$ cat src/design/wctd_pkg.sv
package wctd_pkg;

	localparam int QUEUE_DEPTH = 16;
	localparam int NUM_CLASSES = 3;
	localparam int TAG_WIDTH = 16;
	localparam int MAX_RESULTS = 4;

	localparam int QW = $clog2(QUEUE_DEPTH);
	localparam int CW = $clog2(QUEUE_DEPTH + 1);
	localparam int STORE_DEPTH = NUM_CLASSES * QUEUE_DEPTH;
	localparam int AW = $clog2(STORE_DEPTH);

	localparam int ACT_W = 7;
	localparam int FRAC_W = 12;
	localparam int DVD_W = ACT_W + 1 + FRAC_W;
	localparam int BITS_PER_STEP = 4;
	localparam int DIV_STEPS = DVD_W / BITS_PER_STEP;
	localparam int DEV_W = 16;

	localparam logic [ACT_W-1:0] CNT_MAX = '1;
	localparam logic [DVD_W-1:0] ONE_Q = DVD_W'(1) << FRAC_W;
	localparam logic [DVD_W-1:0] DEV_SAT = DVD_W'(17'h0FFFF);

	localparam logic FUNC_ENQUEUE = 1'b0;
	localparam logic FUNC_COMPLETE = 1'b1;
	localparam logic KIND_DISPATCH = 1'b0;
	localparam logic KIND_REJECT = 1'b1;

	localparam logic [1:0] REG_NUM_THREADS = 2'd0;
	localparam logic [1:0] REG_LIGHT_LIMIT = 2'd1;
	localparam logic [1:0] REG_MIDDLE_LIMIT = 2'd2;
	localparam logic [1:0] REG_HEAVY_LIMIT = 2'd3;

	typedef enum logic [5:0] {
		ST_IDLE = 6'b000001,
		ST_EVAL = 6'b000010,
		ST_DIV  = 6'b000100,
		ST_PICK = 6'b001000,
		ST_MEM  = 6'b010000,
		ST_FIN  = 6'b100000
	} state_t;

	typedef struct packed {
		logic                 kind;
		logic [1:0]           cls;
		logic [TAG_WIDTH-1:0] tag;
	} result_t;

	function automatic logic [DEV_W-1:0] dev_of(input logic [DVD_W-1:0] q);
		logic [DVD_W-1:0] r;
		r = (q > ONE_Q) ? (q - ONE_Q) : (ONE_Q - q);
		return (r > DEV_SAT) ? DEV_W'(DEV_SAT) : r[DEV_W-1:0];
	endfunction

endpackage

$ cat src/design/weighted_class_task_dispatcher_core.sv
// Weighted class task dispatcher.
// The task channel (task_valid/task_ready) takes one word per item: func selects an
// enqueue of task_tag into the FIFO of task_class, or the completion of a task of
// that class. After every item the block dispatches queued tasks one at a time
// while a class is eligible, at most four results per item, each leaving on the
// result channel (res_valid/res_ready) with kind, out_class, out_tag and last.
// An enqueue into a full FIFO or into class 3 yields a rejected word first. The
// last word of an item carries last; an item that causes no result gives no word.
// Each dispatch runs six divisions on one shared radix-16 divider, plus selection
// and the FIFO memory read; task_ready is high only between items. A result word
// waits in an output register and one more holding register, so a stall on
// res_ready holds the sequencer until space frees. Reset clears all counts, FIFO
// pointers and restores the default limits; FIFO contents are not cleared.
// Limits are written through the APB port; the user must write them only while
// idle, as the block itself does not enforce it.
module weighted_class_task_dispatcher_core (
	input  logic                           clk,
	input  logic                           arst_n,
	input  logic                           task_valid,
	output logic                           task_ready,
	input  logic                           func,
	input  logic [1:0]                     task_class,
	input  logic [wctd_pkg::TAG_WIDTH-1:0] task_tag,
	output logic                           res_valid,
	input  logic                           res_ready,
	output logic                           kind,
	output logic [1:0]                     out_class,
	output logic [wctd_pkg::TAG_WIDTH-1:0] out_tag,
	output logic                           last,
	input  logic                           psel,
	input  logic                           penable,
	input  logic                           pwrite,
	input  logic [3:0]                     paddr,
	input  logic [31:0]                    pwdata,
	output logic [31:0]                    prdata,
	output logic                           pready
);
	import wctd_pkg::*;

	state_t state_q;

	logic [ACT_W-1:0] num_threads_q;
	logic [ACT_W-1:0] limit_q [NUM_CLASSES];
	logic [QW-1:0]    head_q [NUM_CLASSES];
	logic [CW-1:0]    pend_q [NUM_CLASSES];
	logic [ACT_W-1:0] act_q [NUM_CLASSES];
	logic [ACT_W-1:0] total_q;

	logic [TAG_WIDTH-1:0] store_q [STORE_DEPTH];
	logic [TAG_WIDTH-1:0] rdata_q;

	result_t    hold_q;
	logic       hold_v_q;
	result_t    out_q;
	logic       out_last_q;
	logic       out_v_q;
	logic [2:0] nres_q;

	logic [DVD_W-1:0] dvd_q;
	logic [ACT_W:0]   rem_q;
	logic [ACT_W-1:0] dsr_q;
	logic [2:0]       step_q;
	logic [1:0]       dcls_q;
	logic             dplus_q;
	logic [DEV_W-1:0] cur_q [NUM_CLASSES];
	logic [DEV_W-1:0] new_q [NUM_CLASSES];
	logic [1:0]       pick_q;

	logic                 in_acc;
	logic                 cfg_wr;
	logic                 out_free;
	logic                 out_load;
	logic                 overloaded;
	logic [NUM_CLASSES-1:0] elig;
	logic                 enq_ok;
	logic [CW-1:0]        slot_sum;
	logic [QW-1:0]        slot;
	logic [AW-1:0]        wr_addr;
	logic [AW-1:0]        rd_addr;
	logic [DVD_W-1:0]     dvd_nx;
	logic [ACT_W:0]       rem_nx;
	logic [1:0]           pick_c;
	logic signed [DEV_W+1:0] best;
	logic signed [DEV_W+1:0] delta;
	logic                 found;
	logic [1:0]           ld_cls;
	logic                 ld_plus;
	logic [ACT_W:0]       ld_act;
	logic [ACT_W-1:0]     ld_dsr;
	logic [DEV_W-1:0]     dev_res;
	logic [QW-1:0]        head_nx;

	assign in_acc = task_valid && task_ready;
	assign cfg_wr = psel && penable && pwrite && pready;
	assign out_free = !out_v_q || res_ready;
	assign out_load = hold_v_q && out_free && ((state_q == ST_MEM) || (state_q == ST_FIN));
	assign task_ready = (state_q == ST_IDLE);
	assign res_valid = out_v_q;
	assign kind = out_q.kind;
	assign out_class = out_q.cls;
	assign out_tag = out_q.tag;
	assign last = out_last_q;
	assign pready = 1'b1;

	always_comb begin
		prdata = '0;
		unique case (paddr[3:2])
			REG_NUM_THREADS:  prdata[ACT_W-1:0] = num_threads_q;
			REG_LIGHT_LIMIT:  prdata[ACT_W-1:0] = limit_q[0];
			REG_MIDDLE_LIMIT: prdata[ACT_W-1:0] = limit_q[1];
			REG_HEAVY_LIMIT:  prdata[ACT_W-1:0] = limit_q[2];
			default:          prdata = '0;
		endcase
	end

	always_comb begin
		overloaded = (total_q >= num_threads_q);
		for (int c = 0; c < NUM_CLASSES; c++) begin
			elig[c] = (pend_q[c] != '0) && (!overloaded || (act_q[c] < limit_q[c]));
		end
	end

	always_comb begin
		enq_ok = 1'b0;
		slot_sum = '0;
		if (task_class < 2'(NUM_CLASSES)) begin
			enq_ok = (pend_q[task_class] < CW'(QUEUE_DEPTH));
			slot_sum = CW'(head_q[task_class]) + pend_q[task_class];
		end
		if (slot_sum >= CW'(QUEUE_DEPTH)) begin
			slot = QW'(slot_sum - CW'(QUEUE_DEPTH));
		end else begin
			slot = QW'(slot_sum);
		end
		wr_addr = AW'(AW'(task_class) * AW'(QUEUE_DEPTH)) + AW'(slot);
	end

	always_comb begin
		dvd_nx = dvd_q;
		rem_nx = rem_q;
		for (int i = 0; i < BITS_PER_STEP; i++) begin
			rem_nx = {rem_nx[ACT_W-1:0], dvd_nx[DVD_W-1]};
			dvd_nx = {dvd_nx[DVD_W-2:0], 1'b0};
			if (rem_nx >= {1'b0, dsr_q}) begin
				rem_nx = rem_nx - {1'b0, dsr_q};
				dvd_nx[0] = 1'b1;
			end
		end
		dev_res = dev_of(dvd_nx);
	end

	always_comb begin
		if (state_q == ST_EVAL) begin
			ld_cls = 2'd0;
			ld_plus = 1'b0;
		end else if (dplus_q) begin
			ld_cls = (dcls_q == 2'(NUM_CLASSES - 1)) ? 2'd0 : dcls_q + 2'd1;
			ld_plus = 1'b0;
		end else begin
			ld_cls = dcls_q;
			ld_plus = 1'b1;
		end
		ld_act = {1'b0, act_q[ld_cls]} + (ACT_W+1)'(ld_plus);
		ld_dsr = (limit_q[ld_cls] == '0) ? ACT_W'(1) : limit_q[ld_cls];
	end

	always_comb begin
		pick_c = 2'd0;
		best = '0;
		found = 1'b0;
		delta = '0;
		for (int c = 0; c < NUM_CLASSES; c++) begin
			delta = $signed({2'b00, new_q[c]}) - $signed({2'b00, cur_q[c]});
			if (elig[c] && (!found || (delta < best))) begin
				found = 1'b1;
				best = delta;
				pick_c = 2'(c);
			end
		end
		rd_addr = AW'(AW'(pick_c) * AW'(QUEUE_DEPTH)) + AW'(head_q[pick_c]);
		head_nx = (head_q[pick_q] == QW'(QUEUE_DEPTH - 1)) ? '0 : head_q[pick_q] + QW'(1);
	end

	always_ff @(posedge clk) begin
		if (in_acc && (func == FUNC_ENQUEUE) && enq_ok) begin
			store_q[wr_addr] <= task_tag;
		end
		if (state_q == ST_PICK) begin
			rdata_q <= store_q[rd_addr];
		end
	end

	always_ff @(posedge clk) begin
		if ((state_q == ST_EVAL) || ((state_q == ST_DIV) && (step_q == 3'(DIV_STEPS - 1)))) begin
			dvd_q <= {ld_act, FRAC_W'(0)};
			rem_q <= '0;
			dsr_q <= ld_dsr;
		end else begin
			dvd_q <= dvd_nx;
			rem_q <= rem_nx;
		end
		if ((state_q == ST_DIV) && (step_q == 3'(DIV_STEPS - 1))) begin
			if (dplus_q) begin
				new_q[dcls_q] <= dev_res;
			end else begin
				cur_q[dcls_q] <= dev_res;
			end
		end
		if (state_q == ST_PICK) begin
			pick_q <= pick_c;
		end
	end

	always_ff @(posedge clk or negedge arst_n) begin
		if (!arst_n) begin
			state_q <= ST_IDLE;
			num_threads_q <= ACT_W'(4);
			limit_q[0] <= ACT_W'(3);
			limit_q[1] <= ACT_W'(2);
			limit_q[2] <= ACT_W'(1);
			for (int c = 0; c < NUM_CLASSES; c++) begin
				head_q[c] <= '0;
				pend_q[c] <= '0;
				act_q[c] <= '0;
			end
			total_q <= '0;
			hold_v_q <= 1'b0;
			out_v_q <= 1'b0;
			nres_q <= '0;
			step_q <= '0;
			dcls_q <= '0;
			dplus_q <= 1'b0;
		end else begin
			if (cfg_wr) begin
				unique case (paddr[3:2])
					REG_NUM_THREADS:  num_threads_q <= pwdata[ACT_W-1:0];
					REG_LIGHT_LIMIT:  limit_q[0] <= pwdata[ACT_W-1:0];
					REG_MIDDLE_LIMIT: limit_q[1] <= pwdata[ACT_W-1:0];
					REG_HEAVY_LIMIT:  limit_q[2] <= pwdata[ACT_W-1:0];
					default:          num_threads_q <= num_threads_q;
				endcase
			end
			if (out_load) begin
				out_v_q <= 1'b1;
			end else if (res_ready) begin
				out_v_q <= 1'b0;
			end
			unique case (state_q)
				ST_IDLE: begin
					if (in_acc) begin
						if (func == FUNC_ENQUEUE) begin
							if (enq_ok) begin
								pend_q[task_class] <= pend_q[task_class] + CW'(1);
								nres_q <= '0;
							end else begin
								hold_q <= '{kind: KIND_REJECT, cls: task_class, tag: task_tag};
								hold_v_q <= 1'b1;
								nres_q <= 3'd1;
							end
						end else begin
							nres_q <= '0;
							if (task_class < 2'(NUM_CLASSES)) begin
								if (act_q[task_class] != '0) begin
									act_q[task_class] <= act_q[task_class] - ACT_W'(1);
								end
								if (total_q != '0) begin
									total_q <= total_q - ACT_W'(1);
								end
							end
						end
						state_q <= ST_EVAL;
					end
				end
				ST_EVAL: begin
					if ((nres_q == 3'(MAX_RESULTS)) || (elig == '0)) begin
						state_q <= ST_FIN;
					end else begin
						step_q <= '0;
						dcls_q <= 2'd0;
						dplus_q <= 1'b0;
						state_q <= ST_DIV;
					end
				end
				ST_DIV: begin
					if (step_q == 3'(DIV_STEPS - 1)) begin
						step_q <= '0;
						if (dplus_q && (dcls_q == 2'(NUM_CLASSES - 1))) begin
							state_q <= ST_PICK;
						end else begin
							dcls_q <= ld_cls;
							dplus_q <= ld_plus;
						end
					end else begin
						step_q <= step_q + 3'd1;
					end
				end
				ST_PICK: begin
					state_q <= ST_MEM;
				end
				ST_MEM: begin
					if (!hold_v_q || out_free) begin
						if (hold_v_q) begin
							out_q <= hold_q;
							out_last_q <= 1'b0;
						end
						hold_q <= '{kind: KIND_DISPATCH, cls: pick_q, tag: rdata_q};
						hold_v_q <= 1'b1;
						nres_q <= nres_q + 3'd1;
						head_q[pick_q] <= head_nx;
						pend_q[pick_q] <= pend_q[pick_q] - CW'(1);
						if (act_q[pick_q] != CNT_MAX) begin
							act_q[pick_q] <= act_q[pick_q] + ACT_W'(1);
						end
						if (total_q != CNT_MAX) begin
							total_q <= total_q + ACT_W'(1);
						end
						state_q <= ST_EVAL;
					end
				end
				ST_FIN: begin
					if (!hold_v_q) begin
						state_q <= ST_IDLE;
					end else if (out_free) begin
						out_q <= hold_q;
						out_last_q <= 1'b1;
						hold_v_q <= 1'b0;
						state_q <= ST_IDLE;
					end
				end
				default: state_q <= ST_IDLE;
			endcase
		end
	end

`ifndef SYNTHESIS
	a_idle_no_hold: assert property (@(posedge clk) disable iff (!arst_n)
		(state_q == ST_IDLE) |-> !hold_v_q)
		else $error("holding register occupied while idle");
	a_nres_bound: assert property (@(posedge clk) disable iff (!arst_n)
		nres_q <= 3'(MAX_RESULTS))
		else $error("result count beyond the per-item limit");
	a_pop_nonempty: assert property (@(posedge clk) disable iff (!arst_n)
		(state_q == ST_MEM) |-> (pend_q[pick_q] != '0))
		else $error("dispatch from an empty FIFO");
	a_fin_last: assert property (@(posedge clk) disable iff (!arst_n)
		((state_q == ST_FIN) && hold_v_q && out_free) |=> (out_v_q && out_last_q))
		else $error("final word not marked last");
`endif

endmodule

$ cat config.mk
export PLATFORM = sky130hd
export DESIGN_NAME = weighted_class_task_dispatcher_core
export DESIGN_NICKNAME = d
export VERILOG_FILES = /design/src/design/wctd_pkg.sv /design/src/design/weighted_class_task_dispatcher_core.sv
export SDC_FILE = /design/constraint.sdc
export NUM_CORES = 2
export LEC_CHECK = 0
export ABC_CLOCK_PERIOD_IN_PS = 10600
export BUFFER_PORTS_ARGS = -buffer_cell sky130_fd_sc_hd__buf_2
export CAP_MARGIN = 20
export CORE_MARGIN = 2
export CORE_UTILIZATION = 54
export DETAILED_ROUTE_END_ITERATION = 7
export PLACE_DENSITY = 0.72
export SYNTH_ARGS = -nofsm -noshare
export SYNTH_HDL_FRONTEND = slang
export SYNTH_SLANG_ARGS = --single-unit
$ cat constraint.sdc
create_clock -name clk -period 10.6 [get_ports clk]
set_clock_uncertainty 0.1 [all_clocks]
set_input_delay 1.59 -clock clk [delete_from_list [all_inputs] [get_ports clk]]
set_output_delay 1.59 -clock clk [all_outputs]
set_load 0.05 [all_outputs]
==> results.txt <==
Commonest cells post-synth -> edfxtp_1, nand2_1, o21ai_0, mux2i_1, a21oi_1
CP Buf/Inv Count -> 5
top-count cell post-synth -> edfxtp_1
Max stage delay cell, worst path -> or4_1
Setup crit end kind -> flip-flop
slew margin rel. -> 0.227
sequential element share of the synthesized area -> 0.630
Setup TNS -> 0 ns
Layout area overhead -> 12.5%
Post-CTS Hold Fix Bufs -> 0
placed insts -> 4999
GPL Wtd Cong -> 0.904
worst hold-check path type -> flip-flop to flip-flop
largest net degree at the start of global routing -> 69
Main synth FF type -> edfxtp_1
number of synthesized flops with an enable pin -> 928
Period minus WS final -> 10.00 ns
crit-path max cell delay -> 0.65 ns
Finished Layout Cells -> 5217
FF+latch area -> 0.0309 sq mm
drt wl/cell -> 24.2 um
CTS tree -> done
CTS H-Tree Depth -> 3
clk root buf -> clkbuf_16
max cap viols -> 0
nets@finish -> 4177
antenna violations before repair -> 1
fin. max-slew vios -> 0
CTS Sinks -> 1055
leading area contributor after synthesis -> edfxtp_1
Port Buffers -> 63
Post-DRT Antenna Nets -> 0
grt total ovfl -> 0
Final Hold Viols -> 0
top post-synthesis cells by area -> edfxtp_1, dfrtp_1, mux2i_1
Die X -> 306 um
Routed WL -> 126000 um
row cnt -> 110
number of detailed-route iterations in the first pass -> 6
status -> finished, final reports clean
clk buf depth -> 3
Reg clk slew, reported paths -> 0.06 ns
detailed placer's ending HPWL -> 81100 um
Final Cycle Share -> 0.944
Placed Area -> 0.0512 sq mm
Core ar. -> 0.0900 sq mm
Least-Margin Pin Slew -> 1.16 ns
async set or reset register ratio after synthesis -> 0.0948
fillcell total -> 6782
endpoints failing setup -> 0
detailed-route via count -> 32600
fmax -> 100 MHz
first-pass GRT wire length -> 191000 um
total global-route track usage -> 0.267
share of the synthesized area in the top cell type -> 0.568
RSZ-0062 raised after global routing -> false
drt initial violations -> 4300
final std cell area, no fill -> 0.0552 sq mm
Critical Path RT -> 10.89 ns
vias in the first global route -> 31800
Netlist Area Pre-Place -> 0.0491 sq mm
Core Util, Final -> 0.613
type of origin of the critical path -> flip-flop
Top delay family on crit path -> compound AO/OA/AOI/OAI gates
#FFs+latches synth -> 1055
IO Count -> 117
layout cells sized above 1 -> 0.137
critical path class -> flip-flop to flip-flop
residual DRC count -> 0
synth warn -> 0
Arrival @ worst endpoint -> 10.30 ns
Yosys cell types -> 98
Worst-Skew Late Latency -> 0.69 ns
crit-path max FO -> 26
synthesized instance count -> 3805
average cell area after synthesis -> 12.9 sq um
Via density -> 6.24
Num CTS Buffers -> 105
Starting Density -> 0.545
die area -> 0.0933 sq mm
area of the multi-input gates -> 0.0169 sq mm
Die Span Y -> 306 um
==> path summary, 6_finish.rpt <==
check                                       from                endpoint  slack, ns  depth (start not counted)
max in group asynchronous                 arst_n   act_q[10]$_DFFE_PN0P_       8.44                          2
hold reg to reg             hold_q[17]$_DFFE_PP_  out_class[1]$_DFFE_PP_       0.31                          0
min in group asynchronous                 arst_n   act_q[14]$_DFFE_PN0P_       0.86                          1
hold / removal              hold_q[17]$_DFFE_PP_  out_class[1]$_DFFE_PP_       0.31                          0
setup reg to reg           new_q[0][0]$_DFFE_PP_    rdata_q[3]$_DFFE_PP_       0.60                         37
setup / recovery           new_q[0][0]$_DFFE_PP_    rdata_q[3]$_DFFE_PP_       0.60                         37
==> layout by cell type, fill, tap and decap left out, types with 44 or more instances in the layout <==
cell and count:
edfxtp_1 928, nand2_1 428, o21ai_0 221, mux2i_1 201, a21oi_1 187, nor2_1 184, inv_1 156, ha_1 156
buf_4 141, clkbuf_16 108, nand3_1 105, dfrtp_1 94, xnor2_1 65, buf_2 62, o22ai_1 61, mux2_2 47
a211oi_1 46, nor3_1 44
==> worst register-to-register path, delay by kind of cell, from the launching register on <==
kind | cells | cell delay, ns
AOI/OAI and AO/OA | 14 | 3.59
and+or+nand+nor | 13 | 3.25
muxes | 1 | 0.40
buffers and inverters | 5 | 0.73
DFF | 1 | 0.36
adders and majority gates | 4 | 1.28
==> stage by stage <==
| step | worst slack [ns] | hold slack [ns] |
|---|---|---|
| 3_3_place_gp | 0.269 | 0.301 |
| 2_1_floorplan | 0.104 | 0.300 |
| 4_1_cts | 0.0969 | 0.309 |
| 6_report | 0.595 | 0.315 |
| 3_5_place_dp | 0.204 | 0.305 |
| 5_1_grt | 0.0293 | 0.324 |
==> metal layers <==
metal,GRT usage,part of all wire
met5,0,0
met1,0.369,0.40
met2,0.434,0.48
met3,0.0417,0.089
met4,0.0922,0.032
==> kinds of logic (layout without fill, tap and decap cells) <==
group / Yosys count / in the layout / synth area share
xor gates and xnor gates: 93 / 93 / 0.0166
AOI/OAI and AO/OA: 852 / 853 / 0.114
other: 2 / 27 / 0.000153
and+or+nand+nor: 973 / 973 / 0.0897
buffers and inverters: 369 / 579 / 0.0335
adders and majority gates: 165 / 165 / 0.0434
muxes: 296 / 296 / 0.0727
DFF: 1055 / 1055 / 0.630
==> repair_timing <==
item | CTS | global route
gates resized for setup | 0 | 45
buffers inserted | 0 | 14
endpoints found under the hold margin | 0 | 0
endpoints found under the setup margin | 0 | 112
==> layout make-up <==
cell class | instances | area share
Inverter | 160 | 0.0109
Sequential cell | 1055 | 0.560
Tap cell | 1176 | 0.0267
Multi-Input combinational cell | 2406 | 0.306
Clock inverter | 63 | 0.0141
Clock buffer | 134 | 0.0511
Timing Repair Buffer | 222 | 0.0313
Antenna cell | 1 | 0.0000453
==> registers in the layout (all words and copies together) (netlist names), 3 cells and up <==
name	count
act_q	21
cur_q	48
dsr_q	7
dvd_q	20
head_q	12
hold_q	19
limit_q	21
new_q	48
nres_q	3
num_threads_q	7
out_tag	16
pend_q	15
rdata_q	16
rem_q	7
state_q	6
step_q	3
store_q	768
total_q	7
Power is left out: the tool's default activity adds up to more than one toggle a clock period on the data nets, which glitch-free logic cannot reach.
